[config.mk]
export PLATFORM = sky130hd
export DESIGN_NAME = round_robin_slot_scheduler
export DESIGN_NICKNAME = d
export VERILOG_FILES = /design/src/sv/rrss_pkg.sv /design/src/sv/round_robin_slot_scheduler.sv
export SDC_FILE = /design/constraint.sdc
export NUM_CORES = 1
export LEC_CHECK = 0
export BUFFER_PORTS_ARGS = -buffer_cell sky130_fd_sc_hd__buf_2
export CAP_MARGIN = 5
export CORE_ASPECT_RATIO = 0.9
export CORE_UTILIZATION = 40
export CTS_CLUSTER_SIZE = 16
export DETAILED_ROUTE_END_ITERATION = 12
export HOLD_SLACK_MARGIN = 0.15
export SETUP_SLACK_MARGIN = 0.5
export SYNTH_ARGS = -nofsm -noshare
export SYNTH_HDL_FRONTEND = slang
export SYNTH_SLANG_ARGS = --single-unit
[constraint.sdc]
create_clock -name clk_i -period 14.35 [get_ports clk_i]
set_clock_uncertainty 0.1 [all_clocks]
set_input_delay 0.7175 -clock clk_i [delete_from_list [all_inputs] [get_ports clk_i]]
set_output_delay 0.7175 -clock clk_i [all_outputs]
set_load 0.01 [all_outputs]
[src/sv/rrss_pkg.sv]
// Shared types and constants of the round-robin slot scheduler.
`timescale 1ns / 1ps

package rrss_pkg;

  localparam int unsigned CtxW     = 64;
  localparam int unsigned RootW    = 44;
  localparam int unsigned IdW      = 16;
  localparam int unsigned ModeW    = 4;
  localparam int unsigned PadW     = CtxW - ModeW - RootW;

  // Number of task slots in the table and the width of a slot index.
  localparam int unsigned NumSlots = 4;
  localparam int unsigned SlotIdxW = (NumSlots > 1) ? $clog2(NumSlots) : 1;

  // Translation mode placed in the top nibble of a space word.
  localparam logic [ModeW-1:0] SpaceMode = 4'h8;

  // Request codes.
  localparam logic [1:0] ReqTick  = 2'd0;
  localparam logic [1:0] ReqSpawn = 2'd1;
  localparam logic [1:0] ReqExit  = 2'd2;

  // Result status codes.
  localparam logic [1:0] ResScheduled = 2'd0;
  localparam logic [1:0] ResSpawned   = 2'd1;
  localparam logic [1:0] ResFull      = 2'd2;

  typedef enum logic [1:0] {
    SlotUnused  = 2'd0,
    SlotReady   = 2'd1,
    SlotRunning = 2'd2
  } slot_st_e;

endpackage

[src/sv/round_robin_slot_scheduler.sv]
// Round-robin task slot scheduler: slot table, sequencer and result register.
`timescale 1ns / 1ps

// The block keeps NumSlots task slots, each with a status held in flip-flops and a
// saved context, root page number and task id held in small memories. A single
// compare unit walks the slots one per cycle under a sequencer, so the block
// handles one request at a time and drops in_ready_o while it works. A spawn
// scans slots from slot 0 in StSpawn until it finds an unused one (at most
// NumSlots), then hands the result to the output register in StPush. A tick or
// an exit saves or frees the current slot in StPrep, visits slots in the
// round-robin search in StSearch (at most NumSlots), takes the registered memory
// read in StLoad and hands off the result in StPush; when nothing is ready and
// there is no current task StLoad is skipped. The finished result sits in its
// own output register, so a new request may be transferred while the previous
// result still waits for out_ready_i. Reset marks every slot unused, sets the
// next id to one and clears the current task; no clearing pass is needed
// because a slot's memories are always written by a spawn before their read
// data is used.
module round_robin_slot_scheduler
  import rrss_pkg::*;
(
  input  logic                clk_i,
  input  logic                rst_ni,
  input  logic                in_valid_i,
  output logic                in_ready_o,
  input  logic [1:0]          req_type_i,
  input  logic [CtxW-1:0]     context_handle_i,
  input  logic [RootW-1:0]    root_page_i,
  output logic                out_valid_o,
  input  logic                out_ready_i,
  output logic [1:0]          status_o,
  output logic [SlotIdxW-1:0] slot_index_o,
  output logic [CtxW-1:0]     resume_context_o,
  output logic                switched_o,
  output logic [CtxW-1:0]     space_word_o,
  output logic [IdW-1:0]      task_id_o
);

  localparam int unsigned IdxW = SlotIdxW;
  localparam logic [IdxW-1:0] LastIdx = IdxW'(NumSlots - 1);
  localparam logic [IdxW-1:0] FirstAfterZero = IdxW'(1);

  typedef enum logic [2:0] {
    StIdle,
    StSpawn,
    StPrep,
    StSearch,
    StLoad,
    StPush
  } state_e;

  state_e state_q;

  // Latched request.
  logic [1:0]       req_q;
  logic [CtxW-1:0]  ctx_q;
  logic [RootW-1:0] root_q;

  // Slot table control state.
  slot_st_e         slot_st_q [NumSlots];
  logic [IdW-1:0]   next_id_q;
  logic             cur_valid_q;
  logic [IdxW-1:0]  cur_slot_q;

  // Walk position and visit count.
  logic [IdxW-1:0]  idx_q;
  logic [IdxW-1:0]  cnt_q;

  // Result staging, handed to the output register when it is free.
  logic [1:0]       res_status_q;
  logic [IdxW-1:0]  res_slot_q;
  logic [CtxW-1:0]  res_ctx_q;
  logic             res_sw_q;
  logic [CtxW-1:0]  res_space_q;
  logic [IdW-1:0]   res_id_q;

  // Slot memories and their registered read data.
  logic [CtxW-1:0]  ctx_mem  [NumSlots];
  logic [RootW-1:0] root_mem [NumSlots];
  logic [IdW-1:0]   id_mem   [NumSlots];
  logic [CtxW-1:0]  rd_ctx_q;
  logic [RootW-1:0] rd_root_q;
  logic [IdW-1:0]   rd_id_q;

  logic             ctx_we;
  logic             spawn_we;
  logic [IdxW-1:0]  mem_waddr;
  logic             mem_re;
  logic [IdxW-1:0]  mem_raddr;

  logic [IdxW-1:0]  idx_inc;
  logic [IdxW-1:0]  cur_inc;
  slot_st_e         idx_st;
  slot_st_e         cur_st;
  logic             out_free;

  assign in_ready_o = (state_q == StIdle);
  assign out_free   = !out_valid_o || out_ready_i;

  assign idx_inc = (idx_q == LastIdx) ? '0 : idx_q + 1'b1;
  assign cur_inc = (cur_slot_q == LastIdx) ? '0 : cur_slot_q + 1'b1;
  assign idx_st  = slot_st_q[idx_q];
  assign cur_st  = slot_st_q[cur_slot_q];

  // Memory port control. The context is saved when the running task is
  // interrupted; a spawn writes all three memories of the slot it takes.
  always_comb begin
    ctx_we    = 1'b0;
    spawn_we  = 1'b0;
    mem_waddr = idx_q;
    mem_re    = 1'b0;
    mem_raddr = idx_q;
    case (state_q)
      StSpawn: begin
        spawn_we = (idx_st == SlotUnused);
        ctx_we   = (idx_st == SlotUnused);
      end
      StPrep: begin
        mem_waddr = cur_slot_q;
        ctx_we    = !(req_q == ReqExit && cur_valid_q) && cur_valid_q &&
                    (cur_st == SlotRunning);
      end
      StSearch: begin
        mem_re    = 1'b1;
        mem_raddr = (idx_st == SlotReady) ? idx_q : cur_slot_q;
      end
      default: begin
        mem_re = 1'b0;
      end
    endcase
  end

  always_ff @(posedge clk_i) begin
    if (ctx_we) begin
      ctx_mem[mem_waddr] <= ctx_q;
    end
    if (spawn_we) begin
      root_mem[mem_waddr] <= root_q;
      id_mem[mem_waddr]   <= next_id_q;
    end
    if (mem_re) begin
      rd_ctx_q  <= ctx_mem[mem_raddr];
      rd_root_q <= root_mem[mem_raddr];
      rd_id_q   <= id_mem[mem_raddr];
    end
  end

  // Sequencer, slot status and output register.
  always_ff @(posedge clk_i or negedge rst_ni) begin
    if (!rst_ni) begin
      state_q      <= StIdle;
      req_q        <= ReqTick;
      ctx_q        <= '0;
      root_q       <= '0;
      for (int unsigned i = 0; i < NumSlots; i++) begin
        slot_st_q[i] <= SlotUnused;
      end
      next_id_q        <= IdW'(1);
      cur_valid_q      <= 1'b0;
      cur_slot_q       <= '0;
      idx_q            <= '0;
      cnt_q            <= '0;
      res_status_q     <= ResScheduled;
      res_slot_q       <= '0;
      res_ctx_q        <= '0;
      res_sw_q         <= 1'b0;
      res_space_q      <= '0;
      res_id_q         <= '0;
      out_valid_o      <= 1'b0;
      status_o         <= ResScheduled;
      slot_index_o     <= '0;
      resume_context_o <= '0;
      switched_o       <= 1'b0;
      space_word_o     <= '0;
      task_id_o        <= '0;
    end else begin
      // In the hand-off state the output register is refilled below instead.
      if (out_valid_o && out_ready_i && state_q != StPush) begin
        out_valid_o <= 1'b0;
      end
      case (state_q)
        StIdle: begin
          if (in_valid_i) begin
            req_q   <= req_type_i;
            ctx_q   <= context_handle_i;
            root_q  <= root_page_i;
            idx_q   <= '0;
            cnt_q   <= '0;
            state_q <= (req_type_i == ReqSpawn) ? StSpawn : StPrep;
          end
        end
        StSpawn: begin
          if (idx_st == SlotUnused) begin
            slot_st_q[idx_q] <= SlotReady;
            res_status_q     <= ResSpawned;
            res_slot_q       <= idx_q;
            res_ctx_q        <= '0;
            res_sw_q         <= 1'b0;
            res_space_q      <= '0;
            res_id_q         <= next_id_q;
            next_id_q        <= next_id_q + 1'b1;
            state_q          <= StPush;
          end else if (idx_q == LastIdx) begin
            res_status_q <= ResFull;
            res_slot_q   <= '0;
            res_ctx_q    <= '0;
            res_sw_q     <= 1'b0;
            res_space_q  <= '0;
            res_id_q     <= '0;
            state_q      <= StPush;
          end else begin
            idx_q <= idx_inc;
          end
        end
        StPrep: begin
          cnt_q   <= '0;
          state_q <= StSearch;
          if (req_q == ReqExit && cur_valid_q) begin
            // The exiting task gives up its slot; the search starts after slot 0.
            slot_st_q[cur_slot_q] <= SlotUnused;
            cur_valid_q           <= 1'b0;
            cur_slot_q            <= '0;
            idx_q                 <= FirstAfterZero;
          end else begin
            if (cur_valid_q && cur_st == SlotRunning) begin
              slot_st_q[cur_slot_q] <= SlotReady;
            end
            idx_q <= cur_valid_q ? cur_inc : FirstAfterZero;
          end
        end
        StSearch: begin
          if (idx_st == SlotReady) begin
            cur_valid_q      <= 1'b1;
            cur_slot_q       <= idx_q;
            slot_st_q[idx_q] <= SlotRunning;
            res_sw_q         <= 1'b1;
            res_slot_q       <= idx_q;
            state_q          <= StLoad;
          end else if (cnt_q == LastIdx) begin
            if (cur_valid_q) begin
              // Nothing else is ready: the current task keeps running.
              slot_st_q[cur_slot_q] <= SlotRunning;
              res_sw_q              <= 1'b0;
              res_slot_q            <= cur_slot_q;
              state_q               <= StLoad;
            end else begin
              // No task at all: hand the incoming context straight back.
              res_status_q <= ResScheduled;
              res_slot_q   <= '0;
              res_ctx_q    <= ctx_q;
              res_sw_q     <= 1'b0;
              res_space_q  <= '0;
              res_id_q     <= '0;
              state_q      <= StPush;
            end
          end else begin
            idx_q <= idx_inc;
            cnt_q <= cnt_q + 1'b1;
          end
        end
        StLoad: begin
          res_status_q <= ResScheduled;
          res_ctx_q    <= rd_ctx_q;
          res_space_q  <= res_sw_q ? {SpaceMode, {PadW{1'b0}}, rd_root_q} : '0;
          res_id_q     <= rd_id_q;
          state_q      <= StPush;
        end
        StPush: begin
          if (out_free) begin
            out_valid_o      <= 1'b1;
            status_o         <= res_status_q;
            slot_index_o     <= SlotIdxW'(res_slot_q);
            resume_context_o <= res_ctx_q;
            switched_o       <= res_sw_q;
            space_word_o     <= res_space_q;
            task_id_o        <= res_id_q;
            state_q          <= StIdle;
          end
        end
        default: begin
          state_q <= StIdle;
        end
      endcase
    end
  end

endmodule

==> reports/metrics.json, run 1 <==
{
  "outcome": "finished, final reports clean",
  "worst-slew-pin-transition_ns": 1.15,
  "initial_core_utilization_pct": 40.4,
  "post-cts-setup-buffer-count": 0,
  "setup_viol": 0,
  "synth-main-ff-cell": "sky130_fd_sc_hd__edfxtp_1",
  "die-width_um": 328,
  "initial_antenna_violation_count": 8,
  "synth_async_reset_ratio_pct": 39.5,
  "post_cts_hold_buffer_count": 29,
  "clock_latency_ns": 0.67,
  "switching_portion_of_total_power_pct": 31.2,
  "finalNetCount": 2453,
  "synthCells": 2030,
  "cellPowerDensity_nw_per_um2": 233,
  "power_frac_clock_pct": 26.6,
  "critical-path-max-stage-delay_ns": 0.97,
  "path_cells": "nand2b_1, nor2_1, a31oi_1, nor2_4, buf_4",
  "detail_route.wl_per_cell_um": 22.0,
  "grt_pass1_wl_um": 125000,
  "crit_slowest_cell": "sky130_fd_sc_hd__nor2_4",
  "gr-usage-all-layers_pct": 16.9,
  "port-buffer-count": 245,
  "ys.warnings.count": 0,
  "routed-via-count": 19500,
  "post_route_cells_drive_above_1_share_pct": 34.3,
  "register_share_of_total_power_pct": 46.3,
  "p_sw_mw": 3.23,
  "syn2layout_area_growth_pct": 16.9,
  "hold_path_class": "in2reg",
  "gp_routability_congestion": 0.802,
  "ir_drop_mv": 0.164,
  "mappedNetlistArea_um2": 38100,
  "finalHoldWorstSlack_ns": 0.190,
  "drc_errors": 0,
  "timing.reg2reg.worst_path_depth": 5,
  "final.fill_count": 8008,
  "clock_sink_count": 1025,
  "h-tree-depth": 3,
  "fmax_mhz": 223,
  "drtPass1Iterations": 6,
  "worst-endpoint-required_ns": 14.53,
  "hold_path_startpoint": "context_handle_i[22]",
  "cts_tree": "done",
  "synth-edff-count": 620,
  "totalNegativeSetupSlack_ns": 0,
  "grt_max_degree": 138,
  "critPathArrivalTime_ns": 4.66,
  "final_hold_viol_count": 0,
  "worst_slew_margin_rel_pct": 23.0,
  "avgSynthCellArea_um2": 18.8,
  "synth_cell_type_count": 64,
  "cp_max_fo": 36,
  "maxCapViolCount": 0,
  "die_area_um2": 96600,
  "std_cell_rows": 107,
  "worst_setup_path_start_kind": "flop",
  "r2r-end": "ctx_mem[3][44]$_DFFE_PP_",
  "setup.worst_path.end_class": "flop",
  "core_region_area_um2": 94500,
  "cts-root-to-sink-buffers": 3,
  "place.detailed.hpwl_um": 45900,
  "power.leakage_nw": 17.0,
  "via_count_of_the_first_global_routing_pass": 20700,
  "critical_path.endpoint": "ctx_mem[3][44]$_DFFE_PP_",
  "ctsResizeCount": 0,
  "ys_ff_latch": 1025,
  "synth-seq-area-share_pct": 75.4,
  "critical_path_class": "reg2reg",
  "grt_overflow_total": 0,
  "worst_setup_hold_path_clk_slew_ns": 0.06,
  "cellInternalPower_mw": 7.14,
  "cts_root_buf": "sky130_fd_sc_hd__clkbuf_16",
  "ant_nets": 0,
  "vias_per_cell": 5.29,
  "worstSetupStartpoint": "state_q[1]$_DFFE_PN0P_",
  "setup.reg_to_reg.worst_slack_ns": 9.87,
  "ios": 265,
  "rsz_0062_raised_after_global_routing": "no",
  "period_minus_slack_ns": 4.48,
  "routed_wl_um": 81000,
  "power.share.combinational_pct": 27.1,
  "timing.final.crit_share_pct": 31.2,
  "cts_made_buffers": 106,
  "die_boundary_height_um": 295,
  "finalMaxSlewViolations": 0,
  "crit-reg2reg-launch": "state_q[1]$_DFFE_PN0P_",
  "drt_first_iter_violations": 1500
}
-- layer usage --
| metal | vias up | global-route usage [%] | part of all wire (%) |
|---|---|---|---|
| met2 | 543 | 27.5 | 48 |
| met4 | 10 | 4.81 | 2.4 |
| met5 | - | 0 | 0.079 |
| li1 | 8498 | - | - |
| met3 | 141 | 3.24 | 6.0 |
| met1 | 10300 | 23.3 | 44 |
-- power groups by stage --
stage                     Clock [mW]  Combinational (mW)  Sequential (mW)
final                           2.76                2.81             4.80
after global routing            2.94                3.09             4.91
after CTS                       2.83                2.88             4.81
after detailed placement           0                2.86             4.86
after global placement             0                2.81             4.81
after floorplan                    0                1.98             4.73
-- synthesized netlist by cell type (all sizes together) (3+ instances only) --
cell type	instances	area share, %
a211oi	4	0.079
a21o	5	0.098
a21oi	15	0.20
a221oi	64	1.5
a222oi	15	0.39
a22o	48	1.1
a22oi	3	0.059
a31oi	9	0.15
a32oi	4	0.092
and2	3	0.049
buf	44	0.90
clkbuf	87	0.86
dfrtp	404	27
edfxtp	620	49
ha	10	0.33
inv	28	0.28
mux2	244	7.2
mux2i	6	0.19
mux4	126	7.4
nand2	27	0.27
nand2b	8	0.13
nand3	15	0.20
nand4	7	0.11
nor2	155	1.6
nor2b	5	0.082
nor3	12	0.16
o21ai	8	0.10
xnor2	12	0.28
xor2	4	0.092
-- cells by family after synthesis --
kind of cell,share of synthesized area [%]
xor+xnor,0.367
other cells,0.00983
buf+inv,2.04
flops,75.4
fa+ha+maj,0.328
simple gates,2.90
compound gates,4.16
mux,14.8
-- area by class of cell --
cell class	count	area (um2)	area share (%)
antenna	3	7.51	0.0168
clock buffer	159	3090	6.92
clock inverter	42	479	1.07
inverter	29	116	0.261
multi-input combinational	863	8800	19.7
sequential	1025	28800	64.5
tap	1253	1570	3.52
timing repair buffer	304	1780	3.99
-- per-stage QoR --
step | power (mW) | setup slack [ns] | utilization (%) | cells | area (um2)
6_report | 10.4 | 9.87 | 47.2 | 3678 | 44600
5_1_grt | 10.9 | 9.59 | 47.2 | 3676 | 44600
4_1_cts | 10.5 | 9.89 | 47.2 | 3675 | 44600
3_5_place_dp | 7.72 | 9.91 | 43.1 | 3445 | 40700
3_3_place_gp | 7.62 | 10.14 | 43.1 | 3445 | 40700
2_1_floorplan | 6.71 | 8.89 | - | 2048 | 38200
-- cell usage in the layout, fill, tap and decap left out, drive strengths merged, types with 3 or more instances in the layout --
master and count:
a211oi 4, a21o 5, a21oi 15, a221oi 64, a222oi 15, a22o 48, a22oi 3, a31oi 9
a32oi 4, and2 3, buf 275, bufinv 8, clkbuf 159, clkinv 30, conb 19, dfrtp 404
diode 3, dlygate4sd3 29, edfxtp 620, ha 10, inv 32, mux2 244, mux2i 6, mux4 126
nand2 27, nand2b 8, nand3 15, nand4 7, nor2 155, nor2b 5, nor3 12, o21ai 8
xnor2 12, xor2 4
-- worst min path at each step --
stage	end	slack, ns	cells after the start
floorplan	cnt_q[0]$_DFFE_PN0P_	0.32	0
global placement	res_space_q[31]$_DFFE_PN0P_	0.35	1
detailed placement	res_space_q[24]$_DFFE_PN0P_	0.35	1
CTS	ctx_q[22]$_DFFE_PN0P_	0.15	2
global route	ctx_q[18]$_DFFE_PN0P_	0.16	2
finish	ctx_q[22]$_DFFE_PN0P_	0.19	2
-- registers in the layout, indices dropped and copies added (netlist names), 44 cells and up --
| name | count |
|---|---|
| res_ctx_q | 64 |
| ctx_q | 64 |
| root_q | 44 |
| ctx_mem | 256 |
| res_space_q | 45 |
| space_word_o | 45 |
| root_mem | 176 |
| rd_root_q | 44 |
| id_mem | 64 |
| resume_context_o | 64 |
| rd_ctx_q | 64 |
-- worst max-delay path: cells and delay by family, from the launching register on --
family	cells	cell delay (ns)
DFF	1	0.73
and+or+nand+nor	3	2.09
AOI/OAI and AO/OA	1	0.49
buffers and inverters	1	0.66
Note: power is estimated with default switching activity, not from simulation.
==> inputs of run 2 (changes only) <==
==> constraint.sdc (replaced) <==
create_clock -name clk_i -period 3.65 [get_ports clk_i]
set_clock_uncertainty 0.1 [all_clocks]
set_input_delay 0.1825 -clock clk_i [delete_from_list [all_inputs] [get_ports clk_i]]
set_output_delay 0.1825 -clock clk_i [all_outputs]
set_load 0.01 [all_outputs]
==> run 2 against run 1 <==
Against the previous run:
- the flow now finishes with violations (design-rule violations)
- routed wire length up 4.3%
- core utilization up 2.2 points
- final cell count up 5.1%
- worst hold slack worse by 0.0047 ns
- sequential share of layout area down 2.9 points
- via count up 3.1%
- count of clock-buffer cells in the layout down 9
- combinational power rose to 4.2 times the previous value
- setup slack worse by 9.3 ns
- die area unchanged
- sequential power rose to 4.0 times the previous value
- register-to-register slack worse by 9.3 ns
==> reports/metrics.json, run 2 (synthesis gave the netlist of run 1 again) <==
{
  "initial_antenna_violation_count": {"value": 1, "change": "-7"},
  "outcome": "complete, but fails checks",
  "crit_slowest_cell": "sky130_fd_sc_hd__mux4_2",
  "cellPowerDensity": {"value": 884, "unit": "nW/um2", "change": "+280%"},
  "core_region_area": {"value": 94500, "unit": "um2", "change": "unchanged"},
  "final_hold_viol_count": {"value": 0, "change": "unchanged"},
  "dominant_delay_contributor_by_cell_family_on_the_critical_path": "multiplexers",
  "power.leakage": {"value": 17.9, "unit": "nW", "change": "+5.1%"},
  "critPathArrivalTime": {"value": 3.35, "unit": "ns", "change": "-1.31 ns"},
  "layout.core_utilization": {"value": 49.4, "unit": "%", "change": "+2.2 points"},
  "failed_checks": "design-rule violations",
  "gp_routability_congestion": {"value": 0.810, "change": "+0.99%"},
  "maxCapViolCount": {"value": 0, "change": "unchanged"},
  "port-buffer-count": {"value": 245, "change": "unchanged"},
  "layout_top_registers": "ctx_mem: 256 flops, root_mem: 176 flops",
  "syn2layout_area_growth_pct": 22.4,
  "ios": {"value": 265, "change": "unchanged"},
  "finalMaxSlewViolations": {"value": 0, "change": "unchanged"},
  "rsz_0062_raised_after_global_routing": "yes",
  "initial_core_utilization": {"value": 40.4, "unit": "%", "change": "unchanged"},
  "via_count_of_the_first_global_routing_pass": {"value": 21500, "change": "+3.7%"},
  "drc_errors": {"value": 1, "change": "+1"},
  "clock_sink_count": {"value": 1025, "change": "unchanged"},
  "critical_path_buf_inv_count": {"value": 3, "change": "+2"},
  "cp_max_fo": {"value": 20, "change": "-44%"},
  "cts_made_buffers": {"value": 103, "change": "-2.8%"},
  "antenna-diode-count": {"value": 0, "change": "-3"},
  "vias_per_cell": {"value": 5.19, "change": "-1.8%"},
  "worst-endpoint-required": {"value": 3.96, "unit": "ns", "change": "-10.57 ns"},
  "grt_pass1_wl": {"value": 131000, "unit": "um", "change": "+4.5%"},
  "setup_viol": {"value": 0, "change": "unchanged"},
  "grt_max_degree": {"value": 97, "change": "-30%"},
  "drt_first_iter_violations": {"value": 1279, "change": "-15%"},
  "gr-usage-all-layers": {"value": 17.8, "unit": "%", "change": "+0.85 points"},
  "critical-path-max-stage-delay": {"value": 0.58, "unit": "ns", "change": "-0.39 ns"},
  "top_register": "ctx_mem",
  "finalHoldWorstSlack": {"value": 0.185, "unit": "ns", "change": "-0.00466 ns"},
  "finalNetCount": {"value": 2646, "change": "+7.9%"},
  "worst_setup_hold_path_clk_slew": {"value": 0.06, "unit": "ns", "change": "about the same"},
  "most-common-layout-cells": "sky130_fd_sc_hd__edfxtp_1, sky130_fd_sc_hd__dfrtp_1, sky130_fd_sc_hd__mux2_2, sky130_fd_sc_hd__buf_2, sky130_fd_sc_hd__dlygate4sd3_1",
  "cts-root-to-sink-buffers": {"value": 3, "change": "unchanged"},
  "worst_slew_margin_rel": {"value": 33.0, "unit": "%", "change": "+10 points"},
  "timing.final.crit_share": {"value": 83.5, "unit": "%", "change": "+52 points"},
  "critical_path_class": "reg2reg",
  "setup.worst_path.end_class": "flop",
  "ant_nets": {"value": 0, "change": "unchanged"},
  "largest_reg_flops": {"value": 256, "change": "unchanged"},
  "worst-slew-pin-transition": {"value": 0.999, "unit": "ns", "change": "-0.154 ns"},
  "totalNegativeSetupSlack": {"value": 0, "unit": "ns", "change": "unchanged"},
  "leading_cell_type_in_the_layout_fill_and_taps_excluded": "sky130_fd_sc_hd__edfxtp_1",
  "fmax": {"value": 328, "unit": "MHz", "change": "+47%"},
  "detail_route.wl_per_cell": {"value": 21.9, "unit": "um", "change": "-0.74%"},
  "drtPass1Iterations": {"value": 10, "change": "+4"},
  "die_area": {"value": 96600, "unit": "um2", "change": "unchanged"},
  "hold_path_class": "in2reg",
  "path_cells": "mux4_2, inv_2, and2_2, nor2_8, mux2i_4, buf_12, buf_12, mux4_2",
  "cts_root_buf": "sky130_fd_sc_hd__clkbuf_16",
  "post_route_cells_drive_above_1_share": {"value": 33.0, "unit": "%", "change": "-1.3 points"},
  "place.detailed.hpwl": {"value": 49500, "unit": "um", "change": "+7.9%"},
  "std_cell_rows": {"value": 107, "change": "unchanged"},
  "routed-via-count": {"value": 20100, "change": "+3.1%"},
  "ir_drop": {"value": 0.537, "unit": "mV", "change": "+230%"},
  "h-tree-depth": {"value": 3, "change": "unchanged"},
  "routed_wl": {"value": 84500, "unit": "um", "change": "+4.3%"},
  "grt_overflow_total": {"value": 0, "change": "unchanged"},
  "worst_setup_path_start_kind": "flop",
  "die-width": {"value": 328, "unit": "um", "change": "unchanged"},
  "period_minus_slack": {"value": 3.05, "unit": "ns", "change": "-1.44 ns"},
  "die_boundary_height": {"value": 295, "unit": "um", "change": "unchanged"},
  "clock_latency": {"value": 0.69, "unit": "ns", "change": "+0.02 ns"},
  "cts_tree": "done"
}
==> run 2: changes by cell type in the layout (fill, tap and decap cells not counted), moves of 3 or more <==
cell                            before  now
sky130_fd_sc_hd__clkinv_16           1    4
sky130_fd_sc_hd__clkbuf_1           34   30
sky130_fd_sc_hd__bufinv_16           8    3
sky130_fd_sc_hd__dlygate4sd3_1      29  191
sky130_fd_sc_hd__diode_2             3    0
sky130_fd_sc_hd__clkinv_1            3   10
sky130_fd_sc_hd__clkbuf_16         110  107
sky130_fd_sc_hd__buf_12              2   31
==> run 2: layout make-up <==
class	count	area [um2]
Fill cell	7832	47800
Timing Repair Buffer	500	4040
Inverter	29	116
Multi-Input combinational cell	863	8800
Clock buffer	150	2970
Sequential cell	1025	28800
Tap cell	1253	1570
Clock inverter	45	429
==> run 2: final timing paths <==
check	startpoint	to	slack [ns]	cells past startpoint
worst max register to register	slot_st_q[1]$_DFFE_PN0P_	rd_ctx_q[58]$_DFFE_PN_	0.60	8
max in group asynchronous	rst_ni	resume_context_o[59]$_DFFE_PN0P_	1.88	4
worst max-delay path	slot_st_q[1]$_DFFE_PN0P_	rd_ctx_q[58]$_DFFE_PN_	0.60	8
worst min register to register	rd_root_q[24]$_DFFE_PN_	res_space_q[24]$_DFFE_PN0P_	0.36	1
worst min-delay path	root_page_i[35]	root_q[35]$_DFFE_PN0P_	0.19	3
min in group asynchronous	rst_ni	ctx_q[50]$_DFFE_PN0P_	0.61	3
==> run 2: through the flow <==
stage               setup WS (ns)  instances  area, um2  power (mW)
floorplan                  0.0486       2048      38300        26.3
global placement            0.373       3478      41300        30.6
detailed placement          0.319       3478      41300        31.1
CTS                         0.535       3865      46700        41.8
global route                0.488       3865      46700        43.5
finish                      0.603       3865      46700        41.3
==> run 2: power by group <==
part	switching, mW	internal, mW	leakage (nW)
combinational	6.24	5.69	5.45
clock	4.44	5.92	1.66
sequential	2.34	16.7	10.7
total	13.0	28.3	17.9
==> run 2: layer usage <==
metal  GRT usage [%]  wire (um)  vias up
li1                -          -     8875
met1            24.2      37200    10600
met2            30.0      42600      442
met3            2.89       3400       97
met4            4.19       1360        0
met5               0          0        -
==> run 2: tightest hold or removal path: cells and delay by family <==
| family | cells | cell delay [ns] |
|---|---|---|
| buf+inv | 2 | 0.61 |
| mux | 1 | 0.13 |
==> run 2: what timing repair did <==
action | 4_1_cts | 5_1_grt
hold buffers | 191 | 0
cloned | 0 | 0
buffers inserted | 1 | 0
resized for setup | 4 | 4
setup endpoints to repair | 244 | 111
pin swaps | 0 | 0
endpoints found under the hold margin | 487 | 0
==> inputs of run 3 (changes only) <==
==> constraint.sdc (replaced) <==
create_clock -name clk_i -period 3.12 [get_ports clk_i]
set_clock_uncertainty 0.1 [all_clocks]
set_input_delay 0.156 -clock clk_i [delete_from_list [all_inputs] [get_ports clk_i]]
set_output_delay 0.156 -clock clk_i [all_outputs]
set_load 0.01 [all_outputs]
==> run 3 against run 2 <==
Against the previous run:
- non-clock buffer count rose by 99
- the flow now finishes without violations
- critical path depth fell by 1
- largest cell class unchanged
- design area rose by 6.1%
- combinational power rose by 51%
- critical path type unchanged
- highest routed layer unchanged
- global-route usage rose by 0.54 points
==> reports/metrics.json, run 3 (synthesis gave the netlist of run 1 again) <==
{
  "outcome": "finished, final reports clean",
  "antenna-diode-count": {"value": 0, "change": "unchanged"},
  "vias_per_cell": {"value": 5.27, "change": "+1.6%"},
  "detail_route.wl_per_cell": {"value": 23.7, "unit": "um", "change": "+8.3%"},
  "worst_setup_hold_path_clk_slew": {"value": 0.06, "unit": "ns", "change": "about the same"},
  "register_share_of_total_power": {"value": 42.1, "unit": "%", "change": "-3.9 points"},
  "syn2layout_area_growth_pct": 29.8,
  "maxCapViolCount": {"value": 0, "change": "unchanged"},
  "std_cell_rows": {"value": 107, "change": "unchanged"},
  "via_count_of_the_first_global_routing_pass": {"value": 21500, "change": "+0.0093%"},
  "critical-path-max-stage-delay": {"value": 0.54, "unit": "ns", "change": "-0.04 ns"},
  "setup.worst_path.end_class": "flop",
  "worst-path-stages": {"value": 7, "change": "-1"},
  "cts_made_buffers": {"value": 105, "change": "+1.9%"},
  "power.leakage": {"value": 19.1, "unit": "nW", "change": "+6.7%"},
  "core_region_area": {"value": 94500, "unit": "um2", "change": "unchanged"},
  "finalNetCount": {"value": 2747, "change": "+3.8%"},
  "layout_top_registers": "ctx_mem: 256 flops, root_mem: 176 flops",
  "r2r-end": "rd_ctx_q[3]$_DFFE_PN_",
  "cts-root-to-sink-buffers": {"value": 3, "change": "unchanged"},
  "h-tree-depth": {"value": 3, "change": "unchanged"},
  "period_minus_slack": {"value": 2.89, "unit": "ns", "change": "-0.159 ns"},
  "final.fill_count": {"value": 7526, "change": "-3.9%"},
  "sequential_cell_area": {"value": 28800, "unit": "um2", "change": "about the same"},
  "grt_max_degree": {"value": 81, "change": "-16%"},
  "critPathArrivalTime": {"value": 3.20, "unit": "ns", "change": "-0.15 ns"},
  "ant_nets": {"value": 0, "change": "unchanged"},
  "final_power": {"value": 53.0, "unit": "mW", "change": "+29%"},
  "crit-reg2reg-launch": "idx_q[0]$_DFFE_PN0P_",
  "largest_reg_flops": {"value": 256, "change": "unchanged"},
  "hold_path_class": "in2reg",
  "rsz_0062_raised_after_global_routing": "yes",
  "power_frac_clock": {"value": 24.1, "unit": "%", "change": "-1.0 points"},
  "die_boundary_height": {"value": 295, "unit": "um", "change": "unchanged"},
  "worst-endpoint-required": {"value": 3.43, "unit": "ns", "change": "-0.53 ns"},
  "critical_path.endpoint": "rd_ctx_q[3]$_DFFE_PN_",
  "top_register": "ctx_mem",
  "worst_slew_margin_rel": {"value": 24.6, "unit": "%", "change": "-8.4 points"},
  "cp_max_fo": {"value": 13, "change": "-35%"},
  "drt_first_iter_violations": {"value": 1587, "change": "+24%"},
  "crit_slowest_cell": "sky130_fd_sc_hd__mux4_2",
  "critical_path.most_common_cell": "sky130_fd_sc_hd__mux4_2",
  "drc_errors": {"value": 0, "change": "-1"},
  "most-common-layout-cells": "sky130_fd_sc_hd__edfxtp_1, sky130_fd_sc_hd__dfrtp_1, sky130_fd_sc_hd__mux2_2, sky130_fd_sc_hd__buf_2, sky130_fd_sc_hd__dlygate4sd3_1",
  "finalHoldWorstSlack": {"value": 0.185, "unit": "ns", "change": "-0.000775 ns"},
  "gp_routability_congestion": {"value": 0.789, "change": "-2.6%"},
  "drtPass1Iterations": {"value": 8, "change": "-2"},
  "setup.reg_to_reg.worst_slack": {"value": 0.23, "unit": "ns", "change": "-0.37 ns"},
  "routed_wl": {"value": 94000, "unit": "um", "change": "+11%"},
  "grt_pass1_wl": {"value": 134000, "unit": "um", "change": "+2.0%"},
  "hold_path_startpoint": "context_handle_i[52]",
  "port-buffer-count": {"value": 245, "change": "unchanged"},
  "ir_drop": {"value": 0.625, "unit": "mV", "change": "+16%"},
  "worstSetupStartpoint": "idx_q[0]$_DFFE_PN0P_",
  "p_sw": {"value": 17.1, "unit": "mW", "change": "+31%"},
  "cell_count_after_placement": {"value": 3497, "change": "+0.55%"},
  "multi_input_comb_area": {"value": 9600, "unit": "um2", "change": "+9.1%"},
  "die-width": {"value": 328, "unit": "um", "change": "unchanged"},
  "finalNonFillerCells": {"value": 3968, "change": "+2.7%"},
  "initial_antenna_violation_count": {"value": 2, "change": "+1"},
  "initial_core_utilization": {"value": 40.4, "unit": "%", "change": "unchanged"},
  "post_route_cells_drive_above_1_share": {"value": 38.6, "unit": "%", "change": "+5.6 points"},
  "grt_overflow_total": {"value": 0, "change": "unchanged"},
  "setup_viol": {"value": 0, "change": "unchanged"},
  "path_cells": "mux4_2, and2_4, nor2_8, mux2i_4, buf_12, buf_16, mux4_2",
  "finalMaxSlewViolations": {"value": 0, "change": "unchanged"},
  "power.share.combinational": {"value": 33.9, "unit": "%", "change": "+5.0 points"},
  "cts_root_buf": "sky130_fd_sc_hd__clkbuf_16",
  "critical_path_buf_inv_count": {"value": 2, "change": "-1"},
  "clock_sink_count": {"value": 1025, "change": "unchanged"},
  "switching_portion_of_total_power": {"value": 32.3, "unit": "%", "change": "+0.73 points"},
  "die_area": {"value": 96600, "unit": "um2", "change": "unchanged"},
  "final_hold_viol_count": {"value": 0, "change": "unchanged"},
  "routed-via-count": {"value": 20900, "change": "+4.3%"},
  "place.detailed.hpwl": {"value": 49600, "unit": "um", "change": "+0.14%"},
  "gr-usage-all-layers": {"value": 18.3, "unit": "%", "change": "+0.54 points"},
  "dominant_delay_contributor_by_cell_family_on_the_critical_path": "multiplexers",
  "critical_path_class": "reg2reg",
  "worst-slew-pin-transition": {"value": 1.13, "unit": "ns", "change": "+0.131 ns"},
  "timing.reg2reg.worst_path_depth": {"value": 7, "change": "-1"},
  "cts_tree": "done",
  "worst_setup_path_start_kind": "flop",
  "ios": {"value": 265, "change": "unchanged"},
  "leading_cell_type_in_the_layout_fill_and_taps_excluded": "sky130_fd_sc_hd__edfxtp_1",
  "clock_latency": {"value": 0.68, "unit": "ns", "change": "about the same"},
  "cellInternalPower": {"value": 35.9, "unit": "mW", "change": "+27%"},
  "timing.final.crit_share": {"value": 92.6, "unit": "%", "change": "+9.1 points"},
  "cellPowerDensity": {"value": 1070, "unit": "nW/um2", "change": "+21%"},
  "fmax": {"value": 346, "unit": "MHz", "change": "+5.5%"}
}
run 3: layer usage:
layer	track usage [%]	routed length (um)	up-vias
met4	4.54	1750	0
met5	0	0	-
met3	2.99	4180	114
met1	25.4	41300	11100
li1	-	-	9139
met2	30.3	46800	547
run 3: timing repair:
item                                    in CTS  in global routing
pin swaps                                    2                 63
cloned                                       4                 39
gates resized for setup                     29                152
endpoints found under the hold margin      490                  0
buffers inserted                             3                 31
endpoints found under the setup margin     458                430
hold buffers                               195                  0
run 3: stage by stage:
step	TNS, ns	utilization, %	setup slack [ns]	instance area (um2)
floorplan	-9.42	-	-0.0368	38300
global placement	0	44.0	0.142	41600
detailed placement	0	44.0	0.110	41600
CTS	0	50.2	0.222	47400
global route	0	52.4	0.151	49500
finish	0	52.4	0.232	49500
run 3: worst min-delay path by stage:
stage | to | slack [ns] | depth (start not counted)
6_report | ctx_q[52]$_DFFE_PN0P_ | 0.18 | 3
5_1_grt | root_q[36]$_DFFE_PN0P_ | 0.17 | 3
4_1_cts | ctx_q[52]$_DFFE_PN0P_ | 0.15 | 3
3_5_place_dp | resume_context_o[51]$_DFFE_PN0P_ | 0.03 | 1
3_3_place_gp | resume_context_o[51]$_DFFE_PN0P_ | 0.02 | 1
2_1_floorplan | cnt_q[0]$_DFFE_PN0P_ | -0.24 | 0
run 3: layout make-up:
cell class | count | share of cell area, %
flip-flops and latches | 1025 | 58.1
multi-input cells | 863 | 19.4
repair buffers | 599 | 11.9
clock buffers | 142 | 5.93
well taps | 1253 | 3.17
clock inverters | 57 | 1.27
inverters | 29 | 0.235
run 3: power groups by stage:
| stage | sequential [mW] | combinational (mW) | clock [mW] |
|---|---|---|---|
| after floorplan | 21.6 | 9.22 | 0 |
| after global placement | 22.2 | 14.1 | 0 |
| after detailed placement | 22.4 | 14.3 | 0 |
| after CTS | 22.2 | 15.0 | 13.0 |
| after global routing | 22.8 | 19.2 | 13.6 |
| final | 22.3 | 18.0 | 12.8 |
run 3: tightest hold or removal path: stages:
cell and delay, ns:
sky130_fd_sc_hd__dlygate4sd3_1 0.53, sky130_fd_sc_hd__buf_2 0.10, sky130_fd_sc_hd__mux2_2 0.13
